==> config.mk <==
export PLATFORM = sky130hd
export DESIGN_NAME = interval_set_merge_insert
export DESIGN_NICKNAME = d
export VERILOG_FILES = /design/src/sv/ism_pkg.sv /design/src/sv/ism_ram.sv /design/src/sv/ism_datapath.sv /design/src/sv/ism_controller.sv /design/src/sv/interval_set_merge_insert.sv
export SDC_FILE = /design/constraint.sdc
export NUM_CORES = 2
export LEC_CHECK = 0
export BUFFER_PORTS_ARGS = -buffer_cell sky130_fd_sc_hd__buf_2
export CAP_MARGIN = 15
export CORE_MARGIN = 2
export CORE_UTILIZATION = 55
export DETAILED_ROUTE_END_ITERATION = 8
export PLACE_DENSITY = 0.78
export SETUP_SLACK_MARGIN = 0.1
export SLEW_MARGIN = 20
export SYNTH_ARGS = -nofsm -noshare
export SYNTH_HDL_FRONTEND = slang
export SYNTH_SLANG_ARGS = --single-unit
export TNS_END_PERCENT = 10
==> constraint.sdc <==
create_clock -name aclk -period 9.5 [get_ports aclk]
set_clock_uncertainty 0.1 [all_clocks]
set_input_delay 1.425 -clock aclk [delete_from_list [all_inputs] [get_ports aclk]]
set_output_delay 1.425 -clock aclk [all_outputs]
set_load 0.02 [all_outputs]
==> src/sv/ism_pkg.sv <==
// Shared constants, types and command/status structs for the interval set block.
// Used by the controller, datapath and top level of the block; depends on nothing.
`default_nettype none

package ism_pkg;

    localparam int MAX_RANGES = 32;
    localparam int PAGE_BITS  = 16;
    localparam int IDX_W      = $clog2(MAX_RANGES);
    localparam int CNT_W      = $clog2(MAX_RANGES + 1);
    localparam int SUM_W      = PAGE_BITS + CNT_W;
    localparam int ENTRY_W    = 2 * PAGE_BITS;
    localparam int FIELD_W    = 16;
    localparam int TOTAL_W    = 16;
    localparam int COUNT_W    = 6;
    localparam int PADDR_W    = 3;
    localparam int PDATA_W    = 32;
    localparam int REG_IDX_LSB = 2;

    localparam logic [31:0] PAGE_MAX  = 32'((64'd1 << PAGE_BITS) - 64'd1);
    localparam logic [63:0] TOTAL_SAT = 64'((64'd1 << TOTAL_W) - 64'd1);
    localparam logic [31:0] COUNT_SAT = 32'((64'd1 << COUNT_W) - 64'd1);

    localparam logic REG_PAGE_LIMIT = 1'b0;

    typedef logic [PAGE_BITS-1:0] page_t;

    typedef struct packed {
        page_t lo;
        page_t hi;
    } range_t;

    typedef struct packed {
        logic start;
        logic scan;
        logic flush;
        logic load;
    } dp_cmd_t;

    typedef struct packed {
        logic cnt_zero;
        logic last_entry;
    } dp_status_t;

endpackage

`default_nettype wire

==> src/sv/ism_ram.sv <==
// Generic single-write, single-read RAM with a registered read port.
// Stands alone; has no package dependency.
`default_nettype none

module ism_ram #(
    parameter int WIDTH = 32,
    parameter int DEPTH = 32
) (
    input  wire logic                     aclk,
    input  wire logic                     we,
    input  wire logic [$clog2(DEPTH)-1:0] waddr,
    input  wire logic [WIDTH-1:0]         wdata,
    input  wire logic                     ren,
    input  wire logic [$clog2(DEPTH)-1:0] raddr,
    output logic      [WIDTH-1:0]         rdata
);

    logic [WIDTH-1:0] mem [DEPTH];
    logic [WIDTH-1:0] rdata_reg;

    always_ff @(posedge aclk) begin
        if (we) begin
            mem[waddr] <= wdata;
        end
        if (ren) begin
            rdata_reg <= mem[raddr];
        end
    end

    assign rdata = rdata_reg;

endmodule

`default_nettype wire

==> src/sv/ism_datapath.sv <==
// Datapath: range clamp, table RAM, scan/merge/compact logic, totals and result registers.
// Depends on ism_pkg and ism_ram; driven by ism_controller commands.
`default_nettype none

module ism_datapath (
    input  wire logic                           aclk,
    input  wire logic                           aresetn,
    input  wire ism_pkg::dp_cmd_t               cmd,
    output ism_pkg::dp_status_t                 status,
    input  wire logic [ism_pkg::FIELD_W-1:0]    first_page,
    input  wire logic [ism_pkg::FIELD_W-1:0]    last_page,
    input  wire logic [ism_pkg::FIELD_W-1:0]    page_limit,
    output logic      [ism_pkg::TOTAL_W-1:0]    total_pages,
    output logic      [ism_pkg::COUNT_W-1:0]    range_count,
    output logic                                dropped
);
    import ism_pkg::*;

    page_t              lo_reg, lo_next;
    page_t              hi_reg, hi_next;
    page_t              nlo_reg, nlo_next;
    page_t              nhi_reg, nhi_next;
    range_t             hold_reg, hold_next;
    logic               past_before_reg, past_before_next;
    logic               inserted_reg, inserted_next;
    logic               merged_reg, merged_next;
    logic               drop_reg, drop_next;
    logic [IDX_W-1:0]   rd_idx_reg, rd_idx_next;
    logic [CNT_W-1:0]   wr_idx_reg, wr_idx_next;
    logic [CNT_W-1:0]   cnt_reg, cnt_next;
    logic [SUM_W-1:0]   sum_reg, sum_next;
    logic [TOTAL_W-1:0] res_total_reg, res_total_next;
    logic [COUNT_W-1:0] res_count_reg, res_count_next;
    logic               res_drop_reg, res_drop_next;
    logic [TOTAL_W-1:0] out_total_reg;
    logic [COUNT_W-1:0] out_count_reg;
    logic               out_drop_reg;

    logic               ram_we;
    logic [IDX_W-1:0]   ram_waddr;
    range_t             ram_wdata;
    logic               ram_ren;
    logic [IDX_W-1:0]   ram_raddr;
    logic [ENTRY_W-1:0] ram_rdata;
    range_t             rd;

    page_t              clamp_lo, clamp_hi;
    logic [PAGE_BITS:0] rd_hi_plus1, hi_plus1, ent_len, new_len;
    logic               is_before, is_merge, full, drop_now, drop_fin, last_entry;
    logic [SUM_W-1:0]   sum_fin;
    logic [CNT_W-1:0]   cnt_fin;

    ism_ram #(
        .WIDTH(ENTRY_W),
        .DEPTH(MAX_RANGES)
    ) u_table (
        .aclk (aclk),
        .we   (ram_we),
        .waddr(ram_waddr),
        .wdata(ram_wdata),
        .ren  (ram_ren),
        .raddr(ram_raddr),
        .rdata(ram_rdata)
    );

    assign rd = ram_rdata;

    always_comb begin
        logic [31:0] a32;
        logic [31:0] b32;
        logic [31:0] mp32;
        a32  = (first_page < last_page) ? 32'(first_page) : 32'(last_page);
        b32  = (first_page < last_page) ? 32'(last_page) : 32'(first_page);
        mp32 = 32'(page_limit);
        if (a32 < 32'd1) begin
            a32 = 32'd1;
        end
        if (b32 < a32) begin
            b32 = a32;
        end
        if (mp32 != 32'd0) begin
            if (a32 > mp32) a32 = mp32;
            if (b32 > mp32) b32 = mp32;
        end
        if (a32 > PAGE_MAX) a32 = PAGE_MAX;
        if (b32 > PAGE_MAX) b32 = PAGE_MAX;
        clamp_lo = a32[PAGE_BITS-1:0];
        clamp_hi = b32[PAGE_BITS-1:0];
    end

    assign rd_hi_plus1 = {1'b0, rd.hi} + (PAGE_BITS+1)'(1);
    assign hi_plus1    = {1'b0, hi_reg} + (PAGE_BITS+1)'(1);
    assign ent_len     = {1'b0, rd.hi} - {1'b0, rd.lo} + (PAGE_BITS+1)'(1);
    assign new_len     = {1'b0, nhi_reg} - {1'b0, nlo_reg} + (PAGE_BITS+1)'(1);
    assign is_before   = !past_before_reg && (rd_hi_plus1 < {1'b0, lo_reg});
    assign is_merge    = !is_before && !inserted_reg && ({1'b0, rd.lo} <= hi_plus1);
    assign full        = (cnt_reg == CNT_W'(MAX_RANGES));
    assign drop_now    = !merged_reg && full;
    assign drop_fin    = inserted_reg ? drop_reg : drop_now;
    assign last_entry  = ((CNT_W'(rd_idx_reg) + CNT_W'(1)) == cnt_reg);
    assign sum_fin     = sum_reg + (drop_fin ? SUM_W'(0) : SUM_W'(new_len));
    assign cnt_fin     = drop_fin ? cnt_reg : (wr_idx_reg + CNT_W'(1));

    assign status.cnt_zero   = (cnt_reg == CNT_W'(0));
    assign status.last_entry = last_entry;

    assign ram_ren   = cmd.start || (cmd.scan && !last_entry);
    assign ram_raddr = cmd.start ? IDX_W'(0) : (rd_idx_reg + IDX_W'(1));
    assign ram_waddr = wr_idx_reg[IDX_W-1:0];

    always_comb begin
        lo_next          = lo_reg;
        hi_next          = hi_reg;
        nlo_next         = nlo_reg;
        nhi_next         = nhi_reg;
        hold_next        = hold_reg;
        past_before_next = past_before_reg;
        inserted_next    = inserted_reg;
        merged_next      = merged_reg;
        drop_next        = drop_reg;
        rd_idx_next      = rd_idx_reg;
        wr_idx_next      = wr_idx_reg;
        cnt_next         = cnt_reg;
        sum_next         = sum_reg;
        res_total_next   = res_total_reg;
        res_count_next   = res_count_reg;
        res_drop_next    = res_drop_reg;
        ram_we           = 1'b0;
        ram_wdata        = '{lo: nlo_reg, hi: nhi_reg};

        if (cmd.start) begin
            lo_next          = clamp_lo;
            hi_next          = clamp_hi;
            nlo_next         = clamp_lo;
            nhi_next         = clamp_hi;
            past_before_next = 1'b0;
            inserted_next    = 1'b0;
            merged_next      = 1'b0;
            drop_next        = 1'b0;
            rd_idx_next      = IDX_W'(0);
            wr_idx_next      = CNT_W'(0);
            sum_next         = SUM_W'(0);
        end else if (cmd.scan) begin
            rd_idx_next = rd_idx_reg + IDX_W'(1);
            if (is_before) begin
                sum_next    = sum_reg + SUM_W'(ent_len);
                wr_idx_next = wr_idx_reg + CNT_W'(1);
            end else if (is_merge) begin
                past_before_next = 1'b1;
                merged_next      = 1'b1;
                nlo_next         = (rd.lo < nlo_reg) ? rd.lo : nlo_reg;
                nhi_next         = (rd.hi > nhi_reg) ? rd.hi : nhi_reg;
            end else begin
                past_before_next = 1'b1;
                sum_next         = sum_reg + SUM_W'(ent_len);
                hold_next        = rd;
                if (!inserted_reg) begin
                    inserted_next = 1'b1;
                    drop_next     = drop_now;
                    ram_we        = !drop_now;
                    ram_wdata     = '{lo: nlo_reg, hi: nhi_reg};
                    if (!drop_now) wr_idx_next = wr_idx_reg + CNT_W'(1);
                end else begin
                    ram_we    = !drop_reg;
                    ram_wdata = hold_reg;
                    if (!drop_reg) wr_idx_next = wr_idx_reg + CNT_W'(1);
                end
            end
        end else if (cmd.flush) begin
            ram_we    = !drop_fin;
            ram_wdata = inserted_reg ? hold_reg : '{lo: nlo_reg, hi: nhi_reg};
            cnt_next  = cnt_fin;
            res_drop_next  = drop_fin;
            res_total_next = (64'(sum_fin) > TOTAL_SAT) ? TOTAL_SAT[TOTAL_W-1:0]
                                                        : TOTAL_W'(sum_fin);
            res_count_next = (32'(cnt_fin) > COUNT_SAT) ? COUNT_SAT[COUNT_W-1:0]
                                                        : COUNT_W'(cnt_fin);
        end
    end

    always_ff @(posedge aclk) begin
        if (!aresetn) begin
            cnt_reg         <= '0;
            past_before_reg <= 1'b0;
            inserted_reg    <= 1'b0;
            merged_reg      <= 1'b0;
            drop_reg        <= 1'b0;
            rd_idx_reg      <= '0;
            wr_idx_reg      <= '0;
        end else begin
            cnt_reg         <= cnt_next;
            past_before_reg <= past_before_next;
            inserted_reg    <= inserted_next;
            merged_reg      <= merged_next;
            drop_reg        <= drop_next;
            rd_idx_reg      <= rd_idx_next;
            wr_idx_reg      <= wr_idx_next;
        end
    end

    always_ff @(posedge aclk) begin
        lo_reg        <= lo_next;
        hi_reg        <= hi_next;
        nlo_reg       <= nlo_next;
        nhi_reg       <= nhi_next;
        hold_reg      <= hold_next;
        sum_reg       <= sum_next;
        res_total_reg <= res_total_next;
        res_count_reg <= res_count_next;
        res_drop_reg  <= res_drop_next;
        if (cmd.load) begin
            out_total_reg <= res_total_reg;
            out_count_reg <= res_count_reg;
            out_drop_reg  <= res_drop_reg;
        end
    end

    assign total_pages = out_total_reg;
    assign range_count = out_count_reg;
    assign dropped     = out_drop_reg;

endmodule

`default_nettype wire

==> src/sv/ism_controller.sv <==
// Controller state machine: sequences accept, table scan, final write and result beat.
// Depends on ism_pkg; talks to ism_datapath through command and status structs.
`default_nettype none

module ism_controller (
    input  wire logic                 aclk,
    input  wire logic                 aresetn,
    input  wire logic                 s_valid,
    output logic                      s_ready,
    output logic                      m_valid,
    input  wire logic                 m_ready,
    output ism_pkg::dp_cmd_t          cmd,
    input  wire ism_pkg::dp_status_t  status
);
    import ism_pkg::*;

    typedef enum logic [1:0] {
        S_IDLE,
        S_SCAN,
        S_FLUSH,
        S_RESULT
    } state_t;

    state_t state_reg, state_next;
    logic   m_valid_reg, m_valid_next;

    assign s_ready   = (state_reg == S_IDLE);
    assign cmd.start = (state_reg == S_IDLE) && s_valid;
    assign cmd.scan  = (state_reg == S_SCAN);
    assign cmd.flush = (state_reg == S_FLUSH);
    assign cmd.load  = (state_reg == S_RESULT) && (!m_valid_reg || m_ready);

    always_comb begin
        state_next   = state_reg;
        m_valid_next = (m_valid_reg && !m_ready) || cmd.load;
        unique case (state_reg)
            S_IDLE: begin
                if (s_valid) begin
                    state_next = status.cnt_zero ? S_FLUSH : S_SCAN;
                end
            end
            S_SCAN: begin
                if (status.last_entry) begin
                    state_next = S_FLUSH;
                end
            end
            S_FLUSH: begin
                state_next = S_RESULT;
            end
            S_RESULT: begin
                if (cmd.load) begin
                    state_next = S_IDLE;
                end
            end
            default: begin
                state_next = S_IDLE;
            end
        endcase
    end

    always_ff @(posedge aclk) begin
        if (!aresetn) begin
            state_reg   <= S_IDLE;
            m_valid_reg <= 1'b0;
        end else begin
            state_reg   <= state_next;
            m_valid_reg <= m_valid_next;
        end
    end

    assign m_valid = m_valid_reg;

endmodule

`default_nettype wire

==> src/sv/interval_set_merge_insert.sv <==
// Top level of the interval set block: APB register, controller and datapath.
// Depends on ism_pkg, ism_controller and ism_datapath.
//
//   channel   direction  handshake          payload
//   s_        in         s_valid/s_ready    s_first_page, s_last_page
//   m_        out        m_valid/m_ready    m_total_pages, m_range_count, m_dropped
//   apb       in         psel/penable       paddr, pwdata, prdata (page limit at 0x0)
//
// The result beat is offered after the accepted input beat passes the scan, flush and result
// states, the scan doing one read of the table RAM per stored range before it.
// A new beat is accepted once the previous result sits in the output register.
// Reset empties the table at once; no clearing pass is needed.
// A stalled result beat holds the block after the next item's scan completes.
`default_nettype none

module interval_set_merge_insert (
    input  wire logic                          aclk,
    input  wire logic                          aresetn,
    input  wire logic                          s_valid,
    output logic                               s_ready,
    input  wire logic [ism_pkg::FIELD_W-1:0]   s_first_page,
    input  wire logic [ism_pkg::FIELD_W-1:0]   s_last_page,
    output logic                               m_valid,
    input  wire logic                          m_ready,
    output logic      [ism_pkg::TOTAL_W-1:0]   m_total_pages,
    output logic      [ism_pkg::COUNT_W-1:0]   m_range_count,
    output logic                               m_dropped,
    input  wire logic                          psel,
    input  wire logic                          penable,
    input  wire logic                          pwrite,
    input  wire logic [ism_pkg::PADDR_W-1:0]   paddr,
    input  wire logic [ism_pkg::PDATA_W-1:0]   pwdata,
    output logic      [ism_pkg::PDATA_W-1:0]   prdata,
    output logic                               pready
);
    import ism_pkg::*;

    logic [FIELD_W-1:0] page_limit_reg, page_limit_next;
    dp_cmd_t            cmd;
    dp_status_t         status;
    logic               reg_sel;

    assign pready  = 1'b1;
    assign reg_sel = (paddr[PADDR_W-1:REG_IDX_LSB] == REG_PAGE_LIMIT);

    always_comb begin
        page_limit_next = page_limit_reg;
        if (psel && penable && pwrite && reg_sel) begin
            page_limit_next = pwdata[FIELD_W-1:0];
        end
    end

    always_ff @(posedge aclk) begin
        if (!aresetn) begin
            page_limit_reg <= '0;
        end else begin
            page_limit_reg <= page_limit_next;
        end
    end

    assign prdata = reg_sel ? PDATA_W'(page_limit_reg) : PDATA_W'(0);

    ism_controller u_ctrl (
        .aclk   (aclk),
        .aresetn(aresetn),
        .s_valid(s_valid),
        .s_ready(s_ready),
        .m_valid(m_valid),
        .m_ready(m_ready),
        .cmd    (cmd),
        .status (status)
    );

    ism_datapath u_dp (
        .aclk       (aclk),
        .aresetn    (aresetn),
        .cmd        (cmd),
        .status     (status),
        .first_page (s_first_page),
        .last_page  (s_last_page),
        .page_limit (page_limit_reg),
        .total_pages(m_total_pages),
        .range_count(m_range_count),
        .dropped    (m_dropped)
    );

endmodule

`default_nettype wire
==> metrics <==
switching part of the total power=35.6%; Critical Path RT=just under 10 ns; Synth Warn #=0; relative slew slack=29.4%; slowest stage delay, CP=0.86 ns; DRC viols=0; Hold Crit Start=u_dp.res_total_reg[1]; register area=37200 µm²; Pleak=~0.022 µW; Crit path max-delay family=compound AO/OA/AOI/OAI gates; largest net degree at the start of global routing=121; clock slew at reported path FFs=about 0.060 ns; register share of total power=about two fifths; fmax=~130 MHz; portion of total power attributed to the clock network=25.4%; gpl congestion=0.925; Total GRT Usage=approximately 28%; start point of the critical path=s_last_page[2]; setup_tns=0 ns; Syn Inst Count=between 4k and 5k; Post-DP HPWL=about 88000 µm; Combinational Power Share=a little over a third; post-CTS resize count=0; initial antenna violation count=5; H-tree Lvls=4; final layout net count=approximately 4.5k; multi-input logic area=between 15000 and 20000 µm²; commonest non-fill, non-tap cell in the layout=edfxtp_1; Peak VDD IR=~0.32 mV; Detailed Routing Iterations Pass 1=8; Async SR Flop Fraction=0%; internal power=12500 µW; RSZ-0062 raised after global routing=no; Clock Sinks=1260; die area=between 100000 and 150000 µm²; io pins=132; minimum clock period=approximately 8 ns; Initial Util=55.2%; Clk Latency, worst-skew pair=between 0.7 and 0.8 ns; antenna viol nets, final=0; Post-CTS Setup Bufs=0; Worst Path Buf+Inv=2; net switching power figure=between 6000 and 7000 µW; DRT Wirelength=152000 µm; Critical Path Fanout Max=40; total grt overflow=0; final-report setup violation count=0; ratio of cells with drive above 1 in the final layout=13.9%; run status=completed; slowest cell on the critical path=a21oi_4; max reg flops=around 1k; Slew Limit Fails=0; most frequent cell on the critical path=ha_1; final worst-path cycle share=between 80% and 90%; worst path arrival time=8.22 ns; crit end category=flip-flop; sequential fraction of the synthesis area=65.3%; CTS Root Buffer Type=clkbuf_16; Vias=approximately 37k; Distinct cells, synth=84; origin of the critical flop-to-flop path=u_dp.hi_reg[2]; commonest non-fill, non-tap cells in the layout=1198 x edfxtp_1, 453 x nand2_1, 231 x ha_1, 212 x nor2_1, 150 x inv_1; PwrDens=between 300 and 400 nW/µm²; CTS tree=yes; CTS max path bufs=3; routed len/inst=between 20 and 30 µm; crit path kind=primary input to flip-flop; Hold Violations, Final=0; Layout fillers=between 7k and 8k; Via density=6.43; EDFF count, synth=1198; row cnt=118; die width=between 300 and 400 µm; Die Span Y=around 330 µm; Main synth FF type=edfxtp_1; vias in the first global route=36.4k; Final Total Pwr=just under 20000 µW; first-pass GRT wire length=around 220000 µm; max-cap check violation count=0; Syn-to-layout area delta=11.7%; slew of the pin with the lowest slew margin=1.06 ns; Syn Area/Cell=13.7 µm²; Hold Path Class=flip-flop to flip-flop; mapped cell area=~57000 µm²; core area=about 100000 µm²; PortBufs=between 90 and 100; element type at the critical path start=primary input; TritonCTS buffer count=130; Seq cells post-synth=~1.3k; Hold-fix buffers, CTS=0; DR iter-0 viols=approximately 4.6k
layer usage:
| layer | up-vias | global-route usage [%] | wire length (µm) |
|---|---|---|---|
| met3 | 451 | 5.54 | 15700 |
| met1 | 18137 | 35.9 | 55000 |
| met5 | - | 0 | 0 |
| met4 | 0 | 13.2 | 7080 |
| met2 | 2167 | 47.7 | 74200 |
| li1 | 16020 | - | - |
power groups by stage:
stage	registers, µW	clock network, µW	logic [µW]
global placement	7670	0	6550
finish	7580	4920	6850
floorplan	7500	0	4880
global route	7600	5170	7570
CTS	7570	4960	6780
detailed placement	7690	0	6710
worst reg2reg max path: cells and delay by family, from the launching register on:
kind	cells	cell delay (ns)
AOI/OAI and AO/OA	3	1.37
DFF	1	0.42
xor gates and xnor gates	1	0.26
adders and majority gates	1	0.31
and+or+nand+nor	10	2.72
buffers and inverters	1	0.59
final timing paths:
check / to / slack (ns) / cells past startpoint
setup / recovery: u_dp.nhi_reg[8] / 1.63 / 27
hold / removal: u_dp.total_pages[1] / 0.32 / 0
setup reg to reg: u_dp.u_table.mem[26][17] / 3.33 / 16
hold reg to reg: u_dp.total_pages[1] / 0.32 / 0
Yosys cell counts (all sizes together) (47+ instances only):
cell | number | area share [%]
nor2b | 112 | 1.2
mux4 | 86 | 3.4
mux2i | 113 | 2.0
xor2 | 47 | 0.72
buf | 95 | 0.89
mux2 | 51 | 1.0
o21ai | 166 | 1.5
nand2 | 457 | 3.0
a31oi | 86 | 0.95
dfxtp | 62 | 2.2
clkbuf | 141 | 0.93
xnor2 | 57 | 0.88
inv | 152 | 1.0
a211oi | 113 | 1.5
nand3 | 63 | 0.55
a21o | 49 | 0.65
nor2 | 250 | 1.7
ha | 232 | 5.1
a21oi | 132 | 1.2
a221oi | 50 | 0.77
edfxtp | 1198 | 63
logic make-up after synthesis:
logic type | count (synthesis) | synth area share, %
compound gates | 859 | 10.3
xor+xnor | 104 | 1.60
fa+ha+maj | 236 | 5.23
buf+inv | 388 | 2.82
flops | 1260 | 65.3
mux | 250 | 6.40
other cells | 2 | 0.0132
simple gates | 1050 | 8.34
area by class of cell:
type,count,area share [%]
Tap cell,1380,2.71
Clock inverter,66,1.07
Antenna cell,1,0.00393
Sequential cell,1260,58.5
Multi-Input combinational cell,2516,29.6
Inverter,152,0.900
Timing Repair Buffer,178,1.82
Clock buffer,170,5.43
metrics by stage:
step | area, µm² | setup WS, ns | instances | hold WS (ns) | util, %
finish | 63700 | 1.63 | 5723 | 0.316 | 61.7
global placement | 59400 | 1.06 | 5486 | 0.302 | 57.6
CTS | 63600 | 1.72 | 5722 | 0.314 | 61.6
detailed placement | 59400 | 1.02 | 5486 | 0.306 | 57.6
floorplan | 57100 | 2.33 | 4164 | 0.300 | -
global route | 63700 | 0.922 | 5722 | 0.323 | 61.7
(Power assumes the default switching activity.)
